[src/rtl/pbb_pkg.sv]
// ---------------------------------------------------------------------------
// pbb_pkg
// shared constants and types of the page bitmap blit: register indexes,
// frame store geometry and the beats passed between the blit stages
// ---------------------------------------------------------------------------
`default_nettype none

package pbb_pkg;

   // frame store geometry
   localparam int STORE_DEPTH = 1024;
   localparam int STORE_AW    = 10;
   localparam int BYTE_W      = 8;

   // default frame size in pixels
   localparam int FRAME_COLUMNS_DEF = 128;
   localparam int FRAME_ROWS_DEF    = 64;

   // width of the unclipped frame address sum (page * columns + column)
   localparam int ADDR_CALC_W = 14;

   // configuration register indexes
   localparam int CSR_IW = 3;
   localparam logic [CSR_IW-1:0] CSR_ORIGIN_X        = 3'd0;
   localparam logic [CSR_IW-1:0] CSR_ORIGIN_Y        = 3'd1;
   localparam logic [CSR_IW-1:0] CSR_BITMAP_WIDTH    = 3'd2;
   localparam logic [CSR_IW-1:0] CSR_BITMAP_HEIGHT   = 3'd3;
   localparam logic [CSR_IW-1:0] CSR_INVERT_PIXELS   = 3'd4;
   localparam logic [CSR_IW-1:0] CSR_VERTICAL_OFFSET = 3'd5;

   // command codes
   localparam logic CMD_BLIT = 1'b0;
   localparam logic CMD_READ = 1'b1;

   typedef struct packed {
      logic [7:0] origin_x;
      logic [7:0] origin_y;
      logic [7:0] bitmap_width;
      logic [7:0] bitmap_height;
      logic       invert_pixels;
      logic [7:0] vertical_offset;
   } cfg_type;

   // one accepted beat entering the blit stages
   typedef struct packed {
      logic                is_read;
      logic [STORE_AW-1:0] read_address;
      logic [7:0]          source_byte;
      logic [4:0]          band;
      logic [7:0]          column;
   } item_type;

   // up to two read-modify-writes, or one plain read
   typedef struct packed {
      logic                is_read;
      logic [STORE_AW-1:0] addr0;
      logic [7:0]          data0;
      logic                en0;
      logic [STORE_AW-1:0] addr1;
      logic [7:0]          data1;
      logic                en1;
   } job_type;

endpackage

`default_nettype wire

[src/rtl/pbb_calc.sv]
// ---------------------------------------------------------------------------
// pbb_calc
// geometry stages of the blit: turns one column byte into at most two
// masked and shifted page writes, or passes a read through
// ---------------------------------------------------------------------------
`default_nettype none

module pbb_calc #(
   parameter int FRAME_COLUMNS = pbb_pkg::FRAME_COLUMNS_DEF,
   parameter int FRAME_ROWS    = pbb_pkg::FRAME_ROWS_DEF
) (
   input  wire logic              clock,
   input  wire logic              reset,
   input  wire pbb_pkg::cfg_type  cfg,
   input  wire logic              in_valid,
   output logic                   in_ready,
   input  wire pbb_pkg::item_type in_item,
   output logic                   job_valid,
   input  wire logic              job_pop,
   output pbb_pkg::job_type       job
);

   localparam int AW = pbb_pkg::STORE_AW;
   localparam int CW = pbb_pkg::ADDR_CALC_W;

   // stage a: column, start row and bottom edge
   logic          a_valid_ff;
   logic          a_is_read_ff;
   logic [AW-1:0] a_raddr_ff;
   logic [7:0]    a_pix_ff, a_xx_ff, a_y_ff, a_bottom_ff, a_oy_ff;
   logic          a_x_out_ff, a_voff_nz_ff;
   logic [4:0]    a_band_ff;
   logic [7:0]    a_xx_in;

   // stage b: rows, clipping and mask cases
   logic          b_valid_ff;
   logic          b_is_read_ff;
   logic [AW-1:0] b_raddr_ff;
   logic [7:0]    b_pix_ff, b_xx_ff, b_top_ff, b_next_ff, b_n_lo_ff, b_n_hi_ff;
   logic          b_skip_ff, b_voff_nz_ff, b_lo_case_ff, b_hi_case_ff;
   logic          b_top_in_ff, b_next_in_ff;
   logic [7:0]    b_top_in, b_next_in;
   logic          b_clip_in;

   // stage c: the job
   logic              c_valid_ff;
   pbb_pkg::job_type  c_job_ff;
   pbb_pkg::job_type  c_job_in;
   logic [7:0]        mask, masked;
   logic [15:0]       spread;
   logic [CW-1:0]     sum0, sum1;

   logic a_move, a_free, b_move, b_free, c_free;

   assign c_free   = !c_valid_ff || job_pop;
   assign b_move   = b_valid_ff && c_free;
   assign b_free   = !b_valid_ff || b_move;
   assign a_move   = a_valid_ff && b_free;
   assign a_free   = !a_valid_ff || a_move;
   assign in_ready = a_free;

   assign job_valid = c_valid_ff;
   assign job       = c_job_ff;

   // stage a
   assign a_xx_in = in_item.column + cfg.origin_x;

   always_ff @(posedge clock) begin
      if (reset) begin
         a_valid_ff <= 1'b0;
      end else if (in_valid && a_free) begin
         a_valid_ff <= 1'b1;
      end else if (a_move) begin
         a_valid_ff <= 1'b0;
      end
   end

   always_ff @(posedge clock) begin
      if (in_valid && a_free) begin
         a_is_read_ff <= in_item.is_read;
         a_raddr_ff   <= in_item.read_address;
         a_pix_ff     <= cfg.invert_pixels ? ~in_item.source_byte : in_item.source_byte;
         a_xx_ff      <= a_xx_in;
         a_x_out_ff   <= {1'b0, a_xx_in} >= 9'(FRAME_COLUMNS);
         a_y_ff       <= cfg.origin_y - cfg.vertical_offset;
         a_bottom_ff  <= cfg.origin_y + cfg.bitmap_height;
         a_oy_ff      <= cfg.origin_y;
         a_voff_nz_ff <= cfg.vertical_offset != 8'd0;
         a_band_ff    <= in_item.band;
      end
   end

   // stage b
   assign b_top_in  = {a_band_ff, 3'b000} + a_y_ff;
   assign b_next_in = b_top_in + 8'd8;
   assign b_clip_in = a_voff_nz_ff && ((b_next_in < a_oy_ff)
                      || ({1'b0, b_next_in} > 9'(FRAME_ROWS))
                      || (b_top_in > a_bottom_ff));

   always_ff @(posedge clock) begin
      if (reset) begin
         b_valid_ff <= 1'b0;
      end else if (a_move) begin
         b_valid_ff <= 1'b1;
      end else if (b_move) begin
         b_valid_ff <= 1'b0;
      end
   end

   always_ff @(posedge clock) begin
      if (a_move) begin
         b_is_read_ff <= a_is_read_ff;
         b_raddr_ff   <= a_raddr_ff;
         b_pix_ff     <= a_pix_ff;
         b_xx_ff      <= a_xx_ff;
         b_top_ff     <= b_top_in;
         b_next_ff    <= b_next_in;
         b_skip_ff    <= a_x_out_ff || b_clip_in;
         b_voff_nz_ff <= a_voff_nz_ff;
         b_lo_case_ff <= b_top_in < a_oy_ff;
         b_hi_case_ff <= b_next_in > a_bottom_ff;
         b_n_lo_ff    <= a_oy_ff - b_top_in;
         b_n_hi_ff    <= b_next_in - a_bottom_ff;
         b_top_in_ff  <= {1'b0, b_top_in} < 9'(FRAME_ROWS);
         b_next_in_ff <= {1'b0, b_next_in} < 9'(FRAME_ROWS);
      end
   end

   // stage c: mask, split across pages, page addresses
   always_comb begin
      mask = 8'hFF;
      if (b_voff_nz_ff) begin
         priority if (b_lo_case_ff) begin
            mask = (b_n_lo_ff >= 8'd8) ? 8'h00 : (8'hFF << b_n_lo_ff[2:0]);
         end else if (b_hi_case_ff) begin
            mask = (b_n_hi_ff >= 8'd8) ? 8'h00 : (8'hFF >> b_n_hi_ff[2:0]);
         end else begin
            mask = 8'hFF;
         end
      end
   end

   assign masked = b_pix_ff & mask;
   // start row bits 2:0 equal the sub-page shift, since bands step by eight rows
   assign spread = {8'h00, masked} << b_top_ff[2:0];
   assign sum0   = CW'(b_xx_ff) + CW'(b_top_ff[7:3]) * CW'(FRAME_COLUMNS);
   assign sum1   = CW'(b_xx_ff) + CW'(b_next_ff[7:3]) * CW'(FRAME_COLUMNS);

   always_comb begin
      c_job_in.is_read = b_is_read_ff;
      if (b_is_read_ff) begin
         c_job_in.addr0 = b_raddr_ff;
      end else begin
         c_job_in.addr0 = sum0[AW-1:0];
      end
      c_job_in.data0 = spread[7:0];
      c_job_in.en0   = !b_is_read_ff && !b_skip_ff && b_top_in_ff
                       && (spread[7:0] != 8'h00) && (sum0 < CW'(pbb_pkg::STORE_DEPTH));
      c_job_in.addr1 = sum1[AW-1:0];
      c_job_in.data1 = spread[15:8];
      c_job_in.en1   = !b_is_read_ff && !b_skip_ff && b_next_in_ff
                       && (spread[15:8] != 8'h00) && (sum1 < CW'(pbb_pkg::STORE_DEPTH));
   end

   always_ff @(posedge clock) begin
      if (reset) begin
         c_valid_ff <= 1'b0;
      end else if (b_move) begin
         c_valid_ff <= 1'b1;
      end else if (job_pop) begin
         c_valid_ff <= 1'b0;
      end
   end

   always_ff @(posedge clock) begin
      if (b_move) begin
         c_job_ff <= c_job_in;
      end
   end

endmodule

`default_nettype wire

[config.mk]
export PLATFORM = sky130hd
export DESIGN_NAME = pbb_calc
export DESIGN_NICKNAME = d
export VERILOG_FILES = /design/src/rtl/pbb_pkg.sv /design/src/rtl/pbb_calc.sv
export SDC_FILE = /design/constraint.sdc
export NUM_CORES = 1
export LEC_CHECK = 0
export BUFFER_PORTS_ARGS = -buffer_cell sky130_fd_sc_hd__buf_2
export CAP_MARGIN = 5
export CELL_PAD_IN_SITES_DETAIL_PLACEMENT = 1
export CELL_PAD_IN_SITES_GLOBAL_PLACEMENT = 1
export CORE_MARGIN = 1.5
export CORE_UTILIZATION = 30
export CTS_CLUSTER_DIAMETER = 100
export DETAILED_ROUTE_END_ITERATION = 6
export GPL_TIMING_DRIVEN = 0
export PLACE_DENSITY = 0.57
export SYNTH_ARGS = -nofsm -noshare
export SYNTH_HDL_FRONTEND = slang
export SYNTH_SLANG_ARGS = --single-unit
[constraint.sdc]
create_clock -name clock -period 5.17 [get_ports clock]
set_input_delay 0.2585 -clock clock [delete_from_list [all_inputs] [get_ports clock]]
set_output_delay 0.2585 -clock clock [all_outputs]
set_load 0.05 [all_outputs]
## After elaboration in Yosys (flattened, before gate mapping)

Cells that the tools add are included.

- Register bits after elaboration: 165
- Input bits: 77
- Output and inout port bits: 41
- Logic and storage cells: 101

- Add/subtract/negate cells: 9
- Order comparisons: 12
- Shift operators: 3
- Multiplexer cells: 13
- Bitwise operators: 2
- Reductions and logical operators: 28

Operators with widths:

| cell | number |
|---|---|
| 8-bit two-way mux | 6 |
| 8-bit by 12-bit adder with 13-bit output | 2 |
| 13-bit by 11-bit < comparator with 1-bit output (second input constant) | 2 |
| 8-bit adder | 3 |
| 8-bit nonzero test | 3 |
| 8-bit subtractor | 3 |
| 8-bit by 4-bit greater-or-equal comparator with 1-bit output (second input constant) | 2 |
| 8-bit > comparator | 2 |
| 8-bit by 7-bit < comparator with 1-bit output (second input constant) | 2 |
| 8-bit < comparator | 2 |
| 8-bit by 3-bit << shifter with 16-bit output | 1 |
| 1-bit logical AND | 11 |
| 10-bit two-way mux | 1 |
| 8-bit by 4-bit adder with 8-bit output (second input constant) | 1 |
| 8-bit bitwise AND | 1 |
| 8-bit greater-or-equal comparator (second input constant) | 1 |
| 8-bit by 7-bit > comparator with 1-bit output (second input constant) | 1 |
| 8-bit inverter | 1 |
| 8-bit by 3-bit << shifter with 8-bit output (first input constant) | 1 |
| 8-bit by 3-bit >> shifter with 8-bit output (first input constant) | 1 |
| 1-bit logical OR | 6 |
| 1-bit two-way mux | 6 |
| 2-bit nonzero test | 3 |
| 1-bit zero test | 5 |

## Longest topological paths before layout

Gate-level depths: netlist of the first run.

- Depth after elaboration: 10
- Depth in mapped cells: 11
- Gate-level depth less buffers: 11

## Least setup slack after synthesis of the first run

Ideal clock, no wire load.

- Path kind: reg-to-reg
- Start point: register c_valid_ff (netlist: job_valid)
- End point: register b_hi_case_ff, enable pin
- Arrival time: 5.255 ns
- Required time: 4.593 ns
- Path slack: -0.662 ns
- Stages on the path, launching flop included: 3
- Buffers on the path: 0
- Period minus slack after synthesis: 5.832 ns
- Path through: dfxtp_1 -> nor2b_1 -> a21boi_0

- Cells in the longest elaborated chain, start to end: 5

Ends and longest elaborated chain:

| item | line | RTL |
|---|---|---|
| start, declared | pbb_calc.sv:46 | `logic c_valid_ff;` |
| start signal, assigned | pbb_calc.sv:167 | `c_valid_ff <= 1'b0;` |
| start signal, assigned | pbb_calc.sv:169 | `c_valid_ff <= 1'b1;` |
| start signal, assigned | pbb_calc.sv:171 | `c_valid_ff <= 1'b0;` |
| 1-bit zero test | pbb_calc.sv:55 | `assign c_free = !c_valid_ff \|\| job_pop;` |
| 1-bit logical OR | pbb_calc.sv:55 |  |
| 1-bit logical AND | pbb_calc.sv:56 | `assign b_move = b_valid_ff && c_free;` |
| 1-bit logical OR | pbb_calc.sv:57 | `assign b_free = !b_valid_ff \|\| b_move;` |
| 1-bit logical AND | pbb_calc.sv:58 | `assign a_move = a_valid_ff && b_free;` |
| named net a_move | pbb_calc.sv:53 | `logic a_move, a_free, b_move, b_free, c_free;` |
| end signal, assigned | pbb_calc.sv:121 | `b_hi_case_ff <= b_next_in > a_bottom_ff;` |
| end, declared | pbb_calc.sv:40 | `logic b_skip_ff, b_voff_nz_ff, b_lo_case_ff, b_hi_case_ff;` |

The timed path passes the listed nets, and every way through them passes these cells.
A chain may end at the register's enable or synchronous reset.

## Final worst setup path of the first run

- Start point: register a_band_ff[0]
- End point: register b_skip_ff, data pin

- Cells in the longest elaborated chain, start to end: 7
- Elaborated cells between the ends (all ways): 9
- Those cells by class: add/sub: 2; order compare: 3; reduce/logical: 4

Ends and longest elaborated chain:

| item | line | RTL |
|---|---|---|
| start, declared | pbb_calc.sv:32 | `logic [4:0] a_band_ff;` |
| start signal, assigned | pbb_calc.sv:89 | `a_band_ff <= in_item.band;` |
| 8-bit adder (*) | pbb_calc.sv:94 | `assign b_top_in = {a_band_ff, 3'b000} + a_y_ff;` |
| named net b_top_in[7] | pbb_calc.sv:42 | `logic [7:0] b_top_in, b_next_in;` |
| 8-bit by 4-bit adder with 8-bit output (*) | pbb_calc.sv:95 | `assign b_next_in = b_top_in + 8'd8;` |
| named net b_next_in[7] | pbb_calc.sv:42 |  |
| 8-bit < comparator / 8-bit by 7-bit > comparator with 1-bit output (equally long branches) | pbb_calc.sv:96, pbb_calc.sv:97 |  |
| 1-bit logical OR (*) | pbb_calc.sv:97 | `\|\| ({1'b0, b_next_in} > 9'(FRAME_ROWS))` |
| 1-bit logical OR (*) | pbb_calc.sv:98 | `\|\| (b_top_in > a_bottom_ff));` |
| 1-bit logical AND (*) | pbb_calc.sv:96 | `assign b_clip_in = a_voff_nz_ff && ((b_next_in < a_oy_ff)` |
| 1-bit logical OR (*) | pbb_calc.sv:118 | `b_skip_ff <= a_x_out_ff \|\| b_clip_in;` |
| end signal, assigned | pbb_calc.sv:118 |  |
| end, declared | pbb_calc.sv:40 |  |

The timed path passes the listed nets; every way through them passes the cells marked *.

==> results.cfg, run 1 <==
[run_status]
outcome = complete, but fails checks
violations = DRC

[critical_path]
start_kind = register
reg2reg_slack_ps = 1850
arrival_ps = 3590
end_kind = register
path_class = register to register
cp.required_ps = 5430
cp_max_fo = 5

[yosys]
synth_ff_type = edfxtp_1
avgSynthCellArea_sq_um = 13.4
synth-simple-area-share = 0.0726
synthCells = 598
yosysUniqueCellTypes = 63
synth_edf_count = 158
synthMuxAreaShare = 0.0252
yosys.area_share.adder = 0.109
ys_ff_latch = 161
syn-cell-area_sq_um = 8000
yosys_warnings = 0
synth-compound-area-share = 0.107
synth_top_family_by_area = adder cells
ys_async_sr_fraction = 0
synth-xor-area-share = 0.0515
synth_nets = 741
ys_seq_area_frac = 0.601

[routing]
wl_microns = 17400
detailroute.wirelength.met2_microns = 8710
met3_length_microns = 513
final_antenna_net_count = 0
wl_per_cell_microns = 15.9
drcViolationCount = 7
drtIter0Drc = 235
vias_per_cell = 4.61
top_layer = met4
firstDrtPassIters = 7
vias = 5042
wl_met1_microns = 7930

[sta]
fmax_mhz = 301
fin_tns_setup_ps = 0
min_period_over_period = 0.643
skew_ps = 13.6
hold_violations = 0
rsz0062_at_grt = no
maxSlewViolCount = 0
relSlewSlack = 0.478
period_needed_ps = 3320
worst_slew_pin_slew_ps = 781
setup_viol = 0
worst_slack_ps = 1850

[place]
globalplace.congestion = 0.803
pre_cts_slack_ps = 1790
hpwl_microns = 13600
dpl-instance-area_sq_um = 9100
port_buffers = 107

[layout]
fillers = 2831
final_area_sq_um = 9880
drive_above_1_share = 0.231
final_common_cell = edfxtp_1
antennaDiodeCount = 0
final_cell_mix = edfxtp_1, buf_2, inv_1, ha_1, a21oi_1
utilization = 0.378
fin_nets = 889
syn_to_final_growth_pct = 23.6

[die]
ioPinCount = 118
die_w_microns = 166
start_util = 0.306
fp.dieArea_sq_um = 27600
die_h_microns = 166
rows = 59
core_area_sq_um = 26100

[power]
vdd_ir_drop_max_uv = 177
p_per_area_nw_per_um2 = 400
leakage_uw = 0.00394

[global_route]
grt_max_degree = 30
antenna_found_initial = 0
grt_pass1_wl_microns = 28600
grt_pass1_vias = 5537
grt_use_total = 0.133
grt_overflow = 0

[clock_tree]
clk_latency_ps = 440
cts.sinks = 161
cts_root_buf = clkbuf_16
htree_num_levels = 4
cts_buffers = 17
cts-resized-gates = 0
path_clk_slew_ps = 80
tritoncts = built
clockBufferDepth = 2

[job]
cap_violations = 0

[hold_path]
hold_path_class = input pin to register
report_power, final:
part	switching [uW]	total, uW	internal (uW)	leakage (uW)
combinational	563	961	399	0.00213
sequential	73.0	1710	1640	0.00152
clock	618	1280	659	0.000293
total	1250	3950	2700	0.00394
cell usage after synthesis (all sizes together), types with 3 or more instances:
library cell	number	share of area
a21o	12	0.011
a21oi	40	0.025
a22o	3	0.0034
a31oi	4	0.0031
and2	7	0.0055
buf	5	0.0033
clkbuf	4	0.0019
dfxtp	3	0.0075
edfxtp	158	0.59
fa	6	0.015
ha	60	0.094
inv	61	0.029
mux2	12	0.017
mux2i	5	0.0078
nand2	19	0.0089
nand2b	7	0.0055
nand3	13	0.0081
nor2	22	0.010
nor2b	12	0.0094
nor3	7	0.0044
nor4	4	0.0031
o211ai	3	0.0028
o21a	10	0.0094
o21ai	25	0.016
o21bai	6	0.0056
o41ai	3	0.0052
or3	3	0.0023
xnor2	26	0.028
xor2	21	0.023
stage by stage:
stage                     instances  total power, uW  hold slack, ps
after floorplan                 598             2410             328
after global routing           1094             4170            33.4
final                          1094             3950            44.4
after CTS                      1094             4010            27.6
after global placement         1040             2650             403
after detailed placement       1045             2700             406
timing repair:
| item | in CTS | in global routing |
|---|---|---|
| buffers inserted | 0 | 0 |
| hold endpoints to repair | 19 | 0 |
| hold buffers | 17 | 0 |
worst paths after layout:
kind | start | to | cells after the start
min reg2reg | a_raddr_ff[8] | b_raddr_ff[8] | 0
max | a_band_ff[0] | b_skip_ff | 11
min | cfg[28] | a_oy_ff[3] | 1
max reg2reg | a_band_ff[0] | b_skip_ff | 11
kinds of logic after synthesis:
kind of cell / count (synthesis)
AOI/OAI and AO/OA: 127
xor gates and xnor gates: 47
adders and majority gates: 66
buffers and inverters: 70
DFF: 161
muxes: 17
other: 1
and+or+nand+nor: 109
layer usage:
layer | vias up | GRT usage
li1 | 2505 | -
met1 | 2434 | 0.162
met2 | 87 | 0.235
met3 | 16 | 0.0257
met4 | 0 | 0.0470
met5 | - | 0
worst max-delay path: stages (launching register included):
cell and delay, ps:
edfxtp_1 400, ha_1 230, fa_1 410, a21o_1 190
a21oi_1 170, xor2_1 480, xnor2_1 350, ha_1 350
nand2_1 70, a21oi_1 40, a211o_1 280, a31oi_1 180
sequential cells by signal, indices dropped and copies added (netlist names), 5 cells and up:
register,flops
b_pix_ff,8
job,38
b_top_ff,8
b_n_hi_ff,8
b_xx_ff,8
b_raddr_ff,10
a_y_ff,8
a_pix_ff,8
b_next_ff,5
a_band_ff,5
a_oy_ff,8
b_n_lo_ff,8
a_raddr_ff,10
a_xx_ff,8
a_bottom_ff,8
area by class of cell:
cell class                 instances  area, sq um  area share
buffer                             9         41.3     0.00418
clock buffer                      17          425      0.0431
clock inverter                    15          185      0.0187
inverter                          61          229      0.0232
multi-input combinational        367         2950       0.299
sequential                       161         4800       0.486
tap                              335          419      0.0424
timing repair buffer             129          821      0.0831
Note: power is estimated with default switching activity, not from simulation.
==> run 2, diff against run 1 <==
--- a/config.mk
+++ b/config.mk
@@ -14,7 +14,7 @@
 export CTS_CLUSTER_DIAMETER = 100
 export DETAILED_ROUTE_END_ITERATION = 6
 export GPL_TIMING_DRIVEN = 0
-export PLACE_DENSITY = 0.57
+export PLACE_DENSITY = 0.55
 export SYNTH_ARGS = -nofsm -noshare
 export SYNTH_HDL_FRONTEND = slang
 export SYNTH_SLANG_ARGS = --single-unit
==> constraint.sdc (replaced) <==
create_clock -name clock -period 3.5 [get_ports clock]
set_input_delay 0.175 -clock clock [delete_from_list [all_inputs] [get_ports clock]]
set_output_delay 0.175 -clock clock [all_outputs]
set_load 0.05 [all_outputs]
==> results.cfg, run 2 (synthesized netlist as in run 1, its figures left out) <==
[routing]
drtIter0Drc = 211
wl_microns = 17100
final_antenna_net_count = 0
wl_per_cell_microns = 15.6
vias = 5060
drcViolationCount = 8
firstDrtPassIters = 7
vias_per_cell = 4.59

[power]
leakage_uw = 0.00398
vdd_ir_drop_max_uv = 258
p_per_area_nw_per_um2 = 583

[clock_tree]
cts_root_buf = clkbuf_16
cts_buffers = 17
tritoncts = built
htree_num_levels = 4
path_clk_slew_ps = 70
clockBufferDepth = 2
cts.sinks = 161
clk_latency_ps = 430
cts_setup_buffers = 0

[critical_path]
cp.required_ps = 3760
cp_max_fo = 5
r2r_start = a_band_ff[0]
worstSetupStartpoint = a_band_ff[0]
start_kind = register
path_class = register to register
arrival_ps = 3490
end_kind = register

[sta]
maxSlewViolCount = 0
hold_ws_ps = 44.5
period_needed_ps = 3240
setup_viol = 0
min_period_over_period = 0.925
worst_slew_pin_slew_ps = 799
fmax_mhz = 309
hold_violations = 0
skew_ps = 9.94
relSlewSlack = 0.466
fin_tns_setup_ps = 0
rsz0062_at_grt = no
worst_slack_ps = 263

[die]
rows = 59
die_w_microns = 166
core_area_sq_um = 26100
ioPinCount = 118
die_h_microns = 166
start_util = 0.306
fp.dieArea_sq_um = 27600

[global_route]
grt_pass1_vias = 5518
antenna_found_initial = 0
grt_pass1_wl_microns = 28000
grt_max_degree = 31
grt_overflow = 0
grt_use_total = 0.129

[hold_path]
hold_path_class = input pin to register
hold_start = in_item[13]

[place]
pre_cts_slack_ps = 169
port_buffers = 107
globalplace.congestion = 0.832
hpwl_microns = 13300
place_inst = 1045

[layout]
fin_cells = 1102
antennaDiodeCount = 0
drive_above_1_share = 0.231
final_cell_mix = edfxtp_1, buf_2, inv_1, ha_1, a21oi_1
largest_register_ffs = 38
final_common_cell = edfxtp_1
syn_to_final_growth_pct = 24.7
fin_nets = 897

[job]
cap_violations = 0

[run_status]
violations = DRC
outcome = complete, but fails checks
==> run 2: cell types whose count changed in the layout (fill, tap and decap cells not counted), sizes merged <==
cell	previous run	this run
clkinv	6	8
dlygate4sd3	17	25
inv	69	67
==> run 2: path summary, 6_finish.rpt <==
kind                    to  slack [ps]  cells past startpoint
min reg2reg  b_raddr_ff[2]         420                      0
min            a_pix_ff[0]          40                      2
max reg2reg      b_skip_ff         260                     11
max              b_skip_ff         260                     11
==> run 2: per-stage QoR <==
step,cell area [sq um],total power (uW),util
finish,9970,5810,0.382
global route,9970,6140,0.382
CTS,9960,5880,0.381
detailed placement,9090,3970,0.348
global placement,8950,3910,0.342
floorplan,8000,3550,-
==> run 2: timing repair <==
action                                  in CTS  in global routing
endpoints found under the hold margin       27                  0
hold buffers                                25                  0
endpoints found under the setup margin       0                  1
resized for setup                            0                  2
==> run 2: final cells by class <==
cell class,instances,area [sq um]
Fill cell,2850,16200
Sequential cell,161,4800
Multi-Input combinational cell,367,2970
Timing Repair Buffer,137,896
Clock buffer,17,425
Tap cell,335,419
Inverter,61,229
Clock inverter,15,188
Buffer,9,41.3
==> run 2: worst max-delay path, cell delays in order (launching register included) <==
cell,delay [ps]
edfxtp_1,380
ha_1,220
fa_1,440
a21o_1,200
a21oi_1,230
xor2_2,170
xnor2_1,510
ha_1,350
nand2_1,70
a21oi_1,40
a211o_1,280
a31oi_1,160
==> run 2: power by group <==
group | switching, uW | internal (uW) | leakage (uW)
Sequential | 104 | 2420 | 0.00152
Clock | 899 | 971 | 0.000294
Combinational | 820 | 593 | 0.00217
Total | 1820 | 3990 | 0.00398
==> run 2: metal layers <==
layer	share of wire	vias up	track usage
met5	0	-	0
met4	0.015	0	0.0451
met3	0.034	17	0.0305
met2	0.49	100	0.221
met1	0.46	2424	0.160
li1	-	2519	-
